## src/design/adsr_pkg.sv

```systemverilog
// ----------------------------------------------------------------------------
// adsr_pkg
// Shared widths, codes and types of the ADSR envelope shaper.
// ----------------------------------------------------------------------------
`default_nettype none

package adsr_pkg;

    // Fixed-point format of phase, lengths and levels
    localparam int FRAC_BITS  = 16;
    localparam int BND_W      = FRAC_BITS + 2;          // running boundary sums
    localparam int PROD_W     = 2 * FRAC_BITS;          // product / numerator
    localparam int SEG_W      = 3;

    // Divider: two quotient bits per stage
    localparam int DIV_STAGES = (FRAC_BITS + 1) / 2;
    localparam int QUOT_W     = 2 * DIV_STAGES;
    localparam int DIVX_W     = FRAC_BITS + QUOT_W;

    // Stream widths, whole bytes
    localparam int IN_W       = ((FRAC_BITS + 7) / 8) * 8;
    localparam int OUT_W      = ((FRAC_BITS + SEG_W + 7) / 8) * 8;

    // Configuration port
    localparam int CFG_IDX_W  = 3;
    localparam logic [CFG_IDX_W-1:0] REG_ATK_LEN = 3'd0;
    localparam logic [CFG_IDX_W-1:0] REG_ATK_LVL = 3'd1;
    localparam logic [CFG_IDX_W-1:0] REG_DEC_LEN = 3'd2;
    localparam logic [CFG_IDX_W-1:0] REG_SUS_LEN = 3'd3;
    localparam logic [CFG_IDX_W-1:0] REG_SUS_LVL = 3'd4;
    localparam logic [CFG_IDX_W-1:0] REG_REL_LEN = 3'd5;

    // Register reset values, scaled to the format
    localparam logic [FRAC_BITS-1:0] RST_ATK_LEN = FRAC_BITS'(1) << (FRAC_BITS - 3);
    localparam logic [FRAC_BITS-1:0] RST_ATK_LVL = '1;
    localparam logic [FRAC_BITS-1:0] RST_DEC_LEN = FRAC_BITS'(1) << (FRAC_BITS - 3);
    localparam logic [FRAC_BITS-1:0] RST_SUS_LEN = FRAC_BITS'(1) << (FRAC_BITS - 1);
    localparam logic [FRAC_BITS-1:0] RST_SUS_LVL = FRAC_BITS'(1) << (FRAC_BITS - 1);
    localparam logic [FRAC_BITS-1:0] RST_REL_LEN = FRAC_BITS'(1) << (FRAC_BITS - 2);

    // Segment codes
    localparam logic [SEG_W-1:0] SEG_ATTACK  = 3'd0;
    localparam logic [SEG_W-1:0] SEG_DECAY   = 3'd1;
    localparam logic [SEG_W-1:0] SEG_SUSTAIN = 3'd2;
    localparam logic [SEG_W-1:0] SEG_RELEASE = 3'd3;
    localparam logic [SEG_W-1:0] SEG_DONE    = 3'd4;

    // Sideband that rides along with the division
    typedef struct packed {
        logic [SEG_W-1:0]     seg;
        logic                 bypass;   // level is fixed, quotient ignored
        logic [FRAC_BITS-1:0] blev;     // fixed level
    } t_side;

endpackage

`default_nettype wire

```

## src/design/adsr_div.sv

```systemverilog
// ----------------------------------------------------------------------------
// adsr_div
// Pipelined restoring divider, two quotient bits per stage, with sideband.
// ----------------------------------------------------------------------------
`default_nettype none

module adsr_div (
    input  wire logic                              i_clk,
    input  wire logic                              i_rst_n,
    input  wire logic                              i_en,
    input  wire logic                              i_valid,
    input  wire logic [adsr_pkg::PROD_W-1:0]       i_num,
    input  wire logic [adsr_pkg::FRAC_BITS-1:0]    i_den,
    input  wire adsr_pkg::t_side                   i_side,
    output logic                                   o_valid,
    output logic [adsr_pkg::FRAC_BITS-1:0]         o_quot,
    output adsr_pkg::t_side                        o_side
);

    localparam int F  = adsr_pkg::FRAC_BITS;
    localparam int S  = adsr_pkg::DIV_STAGES;
    localparam int QW = adsr_pkg::QUOT_W;
    localparam int XW = adsr_pkg::DIVX_W;

    // One restoring step: shift in a bit, subtract if it fits
    function automatic logic [F:0] div_step(input logic [F-1:0] rem, input logic b,
                                            input logic [F-1:0] den);
        logic [F:0] t;
        logic [F:0] d;
        t = {rem, b};
        d = t - {1'b0, den};
        if (t >= {1'b0, den}) begin
            return {1'b1, d[F-1:0]};
        end else begin
            return {1'b0, t[F-1:0]};
        end
    endfunction

    logic [XW-1:0]        w_numx;
    logic [F-1:0]         a_rem  [S];
    logic [QW-1:0]        a_lo   [S];
    logic [QW-1:0]        a_q    [S];
    logic [F-1:0]         a_den  [S];
    adsr_pkg::t_side      a_side [S];
    logic [S-1:0]         a_v;
    logic [F-1:0]         n_rem  [S];
    logic [QW-1:0]        n_lo   [S];
    logic [QW-1:0]        n_q    [S];
    logic [F-1:0]         r_rem  [S];
    logic [QW-1:0]        r_lo   [S];
    logic [QW-1:0]        r_q    [S];
    logic [F-1:0]         r_den  [S];
    adsr_pkg::t_side      r_side [S];
    logic [S-1:0]         r_v;

    // Quotient always fits F bits, so the top F bits start below the divisor
    assign w_numx = XW'(i_num);

    // Stage inputs
    always_comb begin
        a_rem[0]  = w_numx[XW-1:QW];
        a_lo[0]   = w_numx[QW-1:0];
        a_q[0]    = '0;
        a_den[0]  = i_den;
        a_side[0] = i_side;
        a_v[0]    = i_valid;
        for (int k = 1; k < S; k++) begin
            a_rem[k]  = r_rem[k-1];
            a_lo[k]   = r_lo[k-1];
            a_q[k]    = r_q[k-1];
            a_den[k]  = r_den[k-1];
            a_side[k] = r_side[k-1];
            a_v[k]    = r_v[k-1];
        end
    end

    // Two dependent steps per stage
    always_comb begin
        logic [F:0] s1;
        logic [F:0] s2;
        for (int k = 0; k < S; k++) begin
            s1       = div_step(a_rem[k], a_lo[k][QW-1], a_den[k]);
            s2       = div_step(s1[F-1:0], a_lo[k][QW-2], a_den[k]);
            n_rem[k] = s2[F-1:0];
            n_lo[k]  = {a_lo[k][QW-3:0], 2'b00};
            n_q[k]   = {a_q[k][QW-3:0], s1[F], s2[F]};
        end
    end

    // Stage registers; valid bits cleared by reset
    always_ff @(posedge i_clk) begin
        if (!i_rst_n) begin
            r_v <= '0;
        end else if (i_en) begin
            r_v <= a_v;
        end
        if (i_en) begin
            for (int k = 0; k < S; k++) begin
                r_rem[k]  <= n_rem[k];
                r_lo[k]   <= n_lo[k];
                r_q[k]    <= n_q[k];
                r_den[k]  <= a_den[k];
                r_side[k] <= a_side[k];
            end
        end
    end

    assign o_valid = r_v[S-1];
    assign o_quot  = r_q[S-1][F-1:0];
    assign o_side  = r_side[S-1];

endmodule

`default_nettype wire

```

## src/design/adsr_envelope_shaper.sv

```systemverilog
// Stages at Q0.16: capture, segment select, two products, sum, divider, output register.
// Throughput: one phase per clock; the whole pipeline advances together and
// holds while the output register waits for its transfer.
// Depth is set by the pipelined divider, two quotient bits per stage.
// Reset (synchronous, active low) clears all valid bits and reloads the
// register defaults; the phase input is ready once reset is released.
// ----------------------------------------------------------------------------
// adsr_envelope_shaper
// Four-segment linear envelope: phase in, level and active segment out.
// ----------------------------------------------------------------------------
`default_nettype none

module adsr_envelope_shaper (
    input  wire logic                                i_clk,
    input  wire logic                                i_rst_n,
    // configuration write port
    input  wire logic                                i_cfg_we,
    input  wire logic [adsr_pkg::CFG_IDX_W-1:0]      i_cfg_idx,
    input  wire logic [adsr_pkg::FRAC_BITS-1:0]      i_cfg_data,
    // phase stream
    input  wire logic                                i_s_axis_tvalid,
    output logic                                     o_s_axis_tready,
    input  wire logic [adsr_pkg::IN_W-1:0]           i_s_axis_tdata,   // phase
    // level stream
    output logic                                     o_m_axis_tvalid,
    input  wire logic                                i_m_axis_tready,
    output logic [adsr_pkg::OUT_W-1:0]               o_m_axis_tdata    // level, segment
);

    localparam int F  = adsr_pkg::FRAC_BITS;
    localparam int BW = adsr_pkg::BND_W;
    localparam int PW = adsr_pkg::PROD_W;

    // configuration registers and derived boundaries
    logic [F-1:0]  r_atk_len, r_atk_lvl, r_dec_len, r_sus_len, r_sus_lvl, r_rel_len;
    logic [BW-1:0] r_b2, r_b3, r_b4;

    // pipeline
    logic            w_adv;
    logic            r1_v;
    logic [F-1:0]    r1_phase;
    logic [F-1:0]    n2_x1, n2_y1, n2_x2, n2_y2, n2_den;
    adsr_pkg::t_side n2_side;
    logic            r2_v;
    logic [F-1:0]    r2_x1, r2_y1, r2_x2, r2_y2, r2_den;
    adsr_pkg::t_side r2_side;
    logic            r3_v;
    logic [PW-1:0]   r3_p1;
    logic [F-1:0]    r3_x2, r3_y2, r3_den;
    adsr_pkg::t_side r3_side;
    logic            r4_v;
    logic [PW-1:0]   r4_p1, r4_p2;
    logic [F-1:0]    r4_den;
    adsr_pkg::t_side r4_side;
    logic            r5_v;
    logic [PW-1:0]   r5_num;
    logic [F-1:0]    r5_den;
    adsr_pkg::t_side r5_side;
    logic            w_div_v;
    logic [F-1:0]    w_quot;
    adsr_pkg::t_side w_div_side;
    logic            r_out_v;
    logic [F-1:0]    r_out_level;
    logic [adsr_pkg::SEG_W-1:0] r_out_seg;

    // configuration writes; unknown indexes are dropped
    always_ff @(posedge i_clk) begin
        if (!i_rst_n) begin
            r_atk_len <= adsr_pkg::RST_ATK_LEN;
            r_atk_lvl <= adsr_pkg::RST_ATK_LVL;
            r_dec_len <= adsr_pkg::RST_DEC_LEN;
            r_sus_len <= adsr_pkg::RST_SUS_LEN;
            r_sus_lvl <= adsr_pkg::RST_SUS_LVL;
            r_rel_len <= adsr_pkg::RST_REL_LEN;
        end else if (i_cfg_we) begin
            case (i_cfg_idx)
                adsr_pkg::REG_ATK_LEN: r_atk_len <= i_cfg_data;
                adsr_pkg::REG_ATK_LVL: r_atk_lvl <= i_cfg_data;
                adsr_pkg::REG_DEC_LEN: r_dec_len <= i_cfg_data;
                adsr_pkg::REG_SUS_LEN: r_sus_len <= i_cfg_data;
                adsr_pkg::REG_SUS_LVL: r_sus_lvl <= i_cfg_data;
                adsr_pkg::REG_REL_LEN: r_rel_len <= i_cfg_data;
                default: ;
            endcase
        end
    end

    // running boundary sums, refreshed every cycle
    always_ff @(posedge i_clk) begin
        r_b2 <= BW'(r_atk_len) + BW'(r_dec_len);
        r_b3 <= BW'(r_atk_len) + BW'(r_dec_len) + BW'(r_sus_len);
        r_b4 <= BW'(r_atk_len) + BW'(r_dec_len) + BW'(r_sus_len) + BW'(r_rel_len);
    end

    // whole pipeline moves when the output register is free
    assign w_adv           = !r_out_v || i_m_axis_tready;
    assign o_s_axis_tready = w_adv;

    // stage 2: segment select and multiplier operands
    always_comb begin
        logic [BW-1:0] pe;
        pe      = BW'(r1_phase);
        n2_x1   = '0;
        n2_y1   = '0;
        n2_x2   = '0;
        n2_y2   = '0;
        n2_den  = '0;
        n2_side = '0;
        if (pe <= BW'(r_atk_len)) begin
            n2_x1        = r_atk_lvl;
            n2_y1        = r1_phase;
            n2_den       = r_atk_len;
            n2_side.seg  = adsr_pkg::SEG_ATTACK;
            n2_side.bypass = (r_atk_len == '0);
            n2_side.blev = r_atk_lvl;
        end else if (pe <= r_b2) begin
            // attack_level * (end - phase) + sustain_level * (phase - start)
            n2_x1        = r_atk_lvl;
            n2_y1        = F'(r_b2 - pe);
            n2_x2        = r_sus_lvl;
            n2_y2        = F'(pe - BW'(r_atk_len));
            n2_den       = r_dec_len;
            n2_side.seg  = adsr_pkg::SEG_DECAY;
            n2_side.bypass = (r_dec_len == '0);
            n2_side.blev = r_sus_lvl;
        end else if (pe <= r_b3) begin
            n2_side.seg  = adsr_pkg::SEG_SUSTAIN;
            n2_side.bypass = 1'b1;
            n2_side.blev = r_sus_lvl;
        end else if (pe <= r_b4) begin
            n2_x1        = r_sus_lvl;
            n2_y1        = F'(r_b4 - pe);
            n2_den       = r_rel_len;
            n2_side.seg  = adsr_pkg::SEG_RELEASE;
            n2_side.bypass = (r_rel_len == '0);
        end else begin
            n2_side.seg  = adsr_pkg::SEG_DONE;
            n2_side.bypass = 1'b1;
        end
    end

    // valid bits
    always_ff @(posedge i_clk) begin
        if (!i_rst_n) begin
            r1_v    <= 1'b0;
            r2_v    <= 1'b0;
            r3_v    <= 1'b0;
            r4_v    <= 1'b0;
            r5_v    <= 1'b0;
            r_out_v <= 1'b0;
        end else if (w_adv) begin
            r1_v    <= i_s_axis_tvalid;
            r2_v    <= r1_v;
            r3_v    <= r2_v;
            r4_v    <= r3_v;
            r5_v    <= r4_v;
            r_out_v <= w_div_v;
        end
    end

    // payload: capture, select, two products, sum, output
    always_ff @(posedge i_clk) begin
        if (w_adv) begin
            r1_phase    <= i_s_axis_tdata[F-1:0];
            r2_x1       <= n2_x1;
            r2_y1       <= n2_y1;
            r2_x2       <= n2_x2;
            r2_y2       <= n2_y2;
            r2_den      <= n2_den;
            r2_side     <= n2_side;
            r3_p1       <= r2_x1 * r2_y1;
            r3_x2       <= r2_x2;
            r3_y2       <= r2_y2;
            r3_den      <= r2_den;
            r3_side     <= r2_side;
            r4_p1       <= r3_p1;
            r4_p2       <= r3_x2 * r3_y2;
            r4_den      <= r3_den;
            r4_side     <= r3_side;
            r5_num      <= r4_p1 + r4_p2;
            r5_den      <= r4_den;
            r5_side     <= r4_side;
            r_out_level <= w_div_side.bypass ? w_div_side.blev : w_quot;
            r_out_seg   <= w_div_side.seg;
        end
    end

    // numerator / length
    adsr_div u_div (
        .i_clk   (i_clk),
        .i_rst_n (i_rst_n),
        .i_en    (w_adv),
        .i_valid (r5_v),
        .i_num   (r5_num),
        .i_den   (r5_den),
        .i_side  (r5_side),
        .o_valid (w_div_v),
        .o_quot  (w_quot),
        .o_side  (w_div_side)
    );

    assign o_m_axis_tvalid = r_out_v;
    assign o_m_axis_tdata  = adsr_pkg::OUT_W'({r_out_seg, r_out_level});

endmodule

`default_nettype wire

```

## config.mk

```make
export PLATFORM = sky130hd
export DESIGN_NAME = adsr_envelope_shaper
export DESIGN_NICKNAME = d
export VERILOG_FILES = /design/src/design/adsr_pkg.sv /design/src/design/adsr_div.sv /design/src/design/adsr_envelope_shaper.sv
export SDC_FILE = /design/constraint.sdc
export NUM_CORES = 2
export LEC_CHECK = 0
export BUFFER_PORTS_ARGS = -buffer_cell sky130_fd_sc_hd__buf_2
export CELL_PAD_IN_SITES_DETAIL_PLACEMENT = 2
export CELL_PAD_IN_SITES_GLOBAL_PLACEMENT = 2
export CORE_MARGIN = 8
export CORE_UTILIZATION = 44
export CTS_CLUSTER_DIAMETER = 40
export DETAILED_ROUTE_END_ITERATION = 8
export GPL_ROUTABILITY_DRIVEN = 0
export PLACE_DENSITY_LB_ADDON = 0.1
export SYNTH_ARGS = -nofsm -noshare
export SYNTH_HDL_FRONTEND = slang
export SYNTH_SLANG_ARGS = --single-unit
```

## constraint.sdc

```tcl
create_clock -name i_clk -period 71.2 [get_ports i_clk]
set_input_delay 17.8 -clock i_clk [delete_from_list [all_inputs] [get_ports i_clk]]
set_output_delay 17.8 -clock i_clk [all_outputs]
set_load 0.02 [all_outputs]
```

==> impl_metrics.xml <==
<?xml version="1.0" encoding="UTF-8"?>
<metrics>
  <group name="worst_setup_path">
    <metric name="timing.reg2reg.worst_path_depth" unit="">18</metric>
    <metric name="worst-r2r-setup-slack" unit="ns">62.92</metric>
    <metric name="reg2reg_from" unit="">r3_x2[11]</metric>
    <metric name="crit_path_max_incr_delay" unit="ns">0.25</metric>
    <metric name="crit_path_max_fanout" unit="">37</metric>
    <metric name="worstSetupPathType" unit="">primary input to output port</metric>
    <metric name="worstPathRequired" unit="ns">53.40</metric>
    <metric name="timing.critical_path.arrival" unit="ns">18.62</metric>
    <metric name="r2r-end" unit="">r4_p2[25]</metric>
    <metric name="cp-start-kind" unit="">primary input</metric>
    <metric name="worst_setup_path_end_kind" unit="">output port</metric>
    <metric name="path_cells" unit="">buf_2 -&gt; nor2b_1 -&gt; buf_4 -&gt; inv_8 -&gt; buf_2</metric>
    <metric name="timing.critical_path.mode_cell" unit="">sky130_fd_sc_hd__buf_2</metric>
    <metric name="cpMaxStageDelayCell" unit="">sky130_fd_sc_hd__inv_8</metric>
  </group>
  <group name="synthesis">
    <metric name="async_reset_ff_share" unit="%">0</metric>
    <metric name="post_synth.cell_area_avg" unit="µm²">11.0</metric>
    <metric name="post_synth_instance_area" unit="µm²">71100</metric>
    <metric name="synth_cell_types" unit="">85</metric>
    <metric name="syn-instance-count" unit="">6454</metric>
    <metric name="fraction_of_synthesized_cell_area_taken_by_the_top_area_cell_type" unit="%">38.6</metric>
    <metric name="cell_type_with_the_highest_aggregate_area_in_the_netlist" unit="">sky130_fd_sc_hd__edfxtp_1</metric>
    <metric name="synth-seq-area-share" unit="%">43.2</metric>
    <metric name="edff_count_synth" unit="">915</metric>
    <metric name="synthesis.yosys.warnings" unit="">0</metric>
    <metric name="ys_seq_elements" unit="">1078</metric>
    <metric name="post_synth_main_area_contributors" unit="">sky130_fd_sc_hd__edfxtp_1 39%, sky130_fd_sc_hd__fa_1 12%, sky130_fd_sc_hd__ha_1 11%, sky130_fd_sc_hd__dfxtp_1 4.6%, sky130_fd_sc_hd__inv_1 4.0%</metric>
    <metric name="synth_top_flop_cell" unit="">sky130_fd_sc_hd__edfxtp_1</metric>
  </group>
  <group name="global_routing">
    <metric name="overall_overflow_remaining_after_global_route" unit="">0</metric>
    <metric name="grt_max_degree" unit="">96</metric>
    <metric name="global_route_wire_length_before_repair" unit="mm">378</metric>
    <metric name="grt_antenna_before_repair" unit="">9</metric>
    <metric name="grt_pass1_vias" unit="">59326</metric>
    <metric name="grt_use_total" unit="%">28.5</metric>
  </group>
  <group name="detailed_routing">
    <metric name="dr.pass1.iters" unit="">5</metric>
    <metric name="viasPerCell" unit="">5.75</metric>
    <metric name="routedWlPerCell" unit="µm">28.1</metric>
    <metric name="vias" unit="">51199</metric>
    <metric name="remaining_drc_errors" unit="">0</metric>
    <metric name="wirelength" unit="mm">251</metric>
    <metric name="dr.first_iter.drc_count" unit="">2780</metric>
    <metric name="remaining_number_of_nets_flagged_by_the_antenna_check_after_routing" unit="">0</metric>
  </group>
  <group name="sta">
    <metric name="slew_violations" unit="">0</metric>
    <metric name="worstMarginPinSlew" unit="ns">1.21</metric>
    <metric name="fin_crit_sh" unit="%">51.2</metric>
    <metric name="skew" unit="ns">0.0720</metric>
    <metric name="setup_slack" unit="ns">34.78</metric>
    <metric name="worst_slew_margin_rel" unit="%">19.0</metric>
    <metric name="timing.setup.tns" unit="ns">0</metric>
    <metric name="finalHoldViolCount" unit="">0</metric>
    <metric name="grt_setup_unrepaired" unit="">false</metric>
    <metric name="setup_violations" unit="">0</metric>
    <metric name="fmax" unit="MHz">27.5</metric>
    <metric name="timing.final.crit_period" unit="ns">36.42</metric>
  </group>
  <group name="place">
    <metric name="port_buffers" unit="">60</metric>
    <metric name="placement.setup.worst_slack" unit="ns">34.74</metric>
    <metric name="dp_hpwl" unit="mm">183</metric>
    <metric name="dp_cells" unit="">8563</metric>
  </group>
  <group name="hold_path">
    <metric name="worstHoldEndpoint" unit="">r4_p1[28]</metric>
    <metric name="min_delay_src" unit="">r3_p1[28]</metric>
    <metric name="path_type_of_the_worst_min_delay_path" unit="">register to register</metric>
    <metric name="hold-path-cell-count" unit="">0</metric>
  </group>
  <group name="floorplanning">
    <metric name="chipWidth" unit="µm">418</metric>
    <metric name="dieArea" unit="µm²">175000</metric>
    <metric name="die-height" unit="µm">418</metric>
    <metric name="boundaryPins" unit="">66</metric>
    <metric name="start_util" unit="%">44.3</metric>
    <metric name="placementRows" unit="">147</metric>
    <metric name="core_area" unit="µm²">161000</metric>
  </group>
  <group name="clock_tree">
    <metric name="cts_setup_buffers" unit="">0</metric>
    <metric name="cts_repair_resize_count" unit="">0</metric>
    <metric name="clock_sink_count" unit="">1078</metric>
    <metric name="cts_max_level" unit="">4</metric>
    <metric name="tritoncts" unit="">yes</metric>
    <metric name="clk-insertion-delay-late" unit="ns">0.85</metric>
    <metric name="cts.path.max_buffers" unit="">3</metric>
    <metric name="clk_root_buffer_cell" unit="">sky130_fd_sc_hd__clkbuf_16</metric>
    <metric name="clk_pin_slew_worst_paths" unit="ns">0.06</metric>
    <metric name="cts_hold_buf" unit="">0</metric>
    <metric name="tritoncts.num_buffers" unit="">183</metric>
  </group>
  <group name="status">
    <metric name="status" unit="">finished clean</metric>
  </group>
  <group name="final_layout">
    <metric name="finalNetCount" unit="">7675</metric>
    <metric name="layoutNonFillerInstCount" unit="">8910</metric>
    <metric name="layout-drive-gt1-share" unit="%">9.08</metric>
    <metric name="fillerInstances" unit="">16012</metric>
    <metric name="flow.area_growth_from_synthesis" unit="%">12.8</metric>
  </group>
  <group name="flow_run">
    <metric name="drv.max_cap_violation_count" unit="">0</metric>
  </group>
</metrics>
stage by stage:
stage	hold slack [ns]	cell area (µm²)	util (%)
after global routing	0.399	80200	50.0
after floorplan	0.400	71200	-
after detailed placement	0.405	73900	46.0
after global placement	0.400	73900	46.0
after CTS	0.385	80200	50.0
final	0.399	80200	50.0
Yosys cell counts (13+ instances only):
cell type	n
sky130_fd_sc_hd__o41ai_1	14
sky130_fd_sc_hd__nand2_1	711
sky130_fd_sc_hd__a21boi_0	103
sky130_fd_sc_hd__nor2b_1	68
sky130_fd_sc_hd__a211oi_1	40
sky130_fd_sc_hd__a21oi_1	305
sky130_fd_sc_hd__o21ai_0	214
sky130_fd_sc_hd__o211ai_1	13
sky130_fd_sc_hd__a31oi_1	54
sky130_fd_sc_hd__and2_1	250
sky130_fd_sc_hd__nor3_1	64
sky130_fd_sc_hd__nand3_1	110
sky130_fd_sc_hd__nand2b_1	52
sky130_fd_sc_hd__a21o_1	149
sky130_fd_sc_hd__edfxtp_1	915
sky130_fd_sc_hd__o21bai_1	46
sky130_fd_sc_hd__xor2_1	104
sky130_fd_sc_hd__or2_2	16
sky130_fd_sc_hd__ha_1	637
sky130_fd_sc_hd__nor4_1	28
sky130_fd_sc_hd__o31ai_1	20
sky130_fd_sc_hd__inv_1	754
sky130_fd_sc_hd__o21a_1	70
sky130_fd_sc_hd__xnor2_1	226
sky130_fd_sc_hd__fa_1	410
sky130_fd_sc_hd__dfxtp_1	163
sky130_fd_sc_hd__a221oi_1	13
sky130_fd_sc_hd__and3_1	40
sky130_fd_sc_hd__nor2_1	282
sky130_fd_sc_hd__mux2_2	143
sky130_fd_sc_hd__nand4_1	50
sky130_fd_sc_hd__a22o_1	38
sky130_fd_sc_hd__or3_1	21
sky130_fd_sc_hd__clkbuf_1	146
worst max path at each step:
stage / startpoint / endpoint / slack (ns) / cells after the start
final: i_m_axis_tready / o_s_axis_tready / 34.78 / 5
after global routing: i_m_axis_tready / o_s_axis_tready / 34.68 / 5
after CTS: i_m_axis_tready / o_s_axis_tready / 34.74 / 5
after detailed placement: i_m_axis_tready / o_s_axis_tready / 34.74 / 5
after global placement: i_m_axis_tready / o_s_axis_tready / 34.75 / 5
after floorplan: i_m_axis_tready / o_s_axis_tready / 10.46 / 3
registers in the layout (all words and copies together) (netlist names), 17 cells and up:
signal and cells:
r3_p1 32, r4_p1 32, u_div.r_side 160, r5_side 20
r2_side 20, u_div.r_lo 56, r4_p2 32, u_div.r_rem 112
r4_side 20, u_div.r_den 112, r_b3 18, r_b2 17
r_b4 18, r5_num 32, r3_side 20, u_div.r_q 72
layout make-up:
type	count	area (µm²)	share of cell area [%]
clock inverter	142	1530	1.91
inverter	754	2840	3.54
clock buffer	203	4780	5.96
tap	2160	2700	3.37
sequential	1078	30700	38.3
antenna	2	5.00	0.00624
multi-input combinational	4462	37000	46.1
timing repair buffer	109	668	0.833
logic make-up (layout without fill, tap and decap cells):
kind of cell | Yosys count | count (layout) | share of synthesized area, %
adder cells (fa/ha/maj) | 1047 | 1047 | 22.7
flip-flops | 1078 | 1078 | 43.2
multiplexers | 161 | 161 | 2.53
buffers and inverters | 918 | 1208 | 4.90
AND/OR/NAND/NOR | 1727 | 1727 | 11.5
XOR/XNOR | 330 | 330 | 4.06
AO/OA/AOI/OAI | 1192 | 1192 | 11.1
other | 1 | 7 | 0.00527
critical path: cells and delay by family:
kind,cells,cell delay [ns]
buffers and inverters,4,0.75
AND/OR/NAND/NOR,1,0.03
metal layers:
layer	wire length (µm)	up-vias	track usage, %
met1	91400	26423	30.1
li1	-	22740	-
met4	18000	4	17.5
met3	9120	725	4.37
met2	132000	1307	52.9
met5	22	-	0
placed cells by master (no fill, tap or decap), drive strengths merged, types with 54 or more instances in the layout:
cell type,Yosys,routed
clkbuf,146,203
nor2,283,283
edfxtp,915,915
and2,250,250
o21ai,222,222
xnor2,226,226
inv,754,788
ha,637,637
nand2,711,711
nor3,64,64
nand3,110,110
o21a,70,70
a21oi,307,307
nor2b,68,68
fa,410,410
a31oi,54,54
clkinv,0,69
a21o,149,149
mux2,151,151
dfxtp,163,163
a21boi,104,104
buf,18,109
xor2,104,104
Power is left out: the tool's default activity adds up to more than one toggle a clock period on the data nets, which glitch-free logic cannot reach.
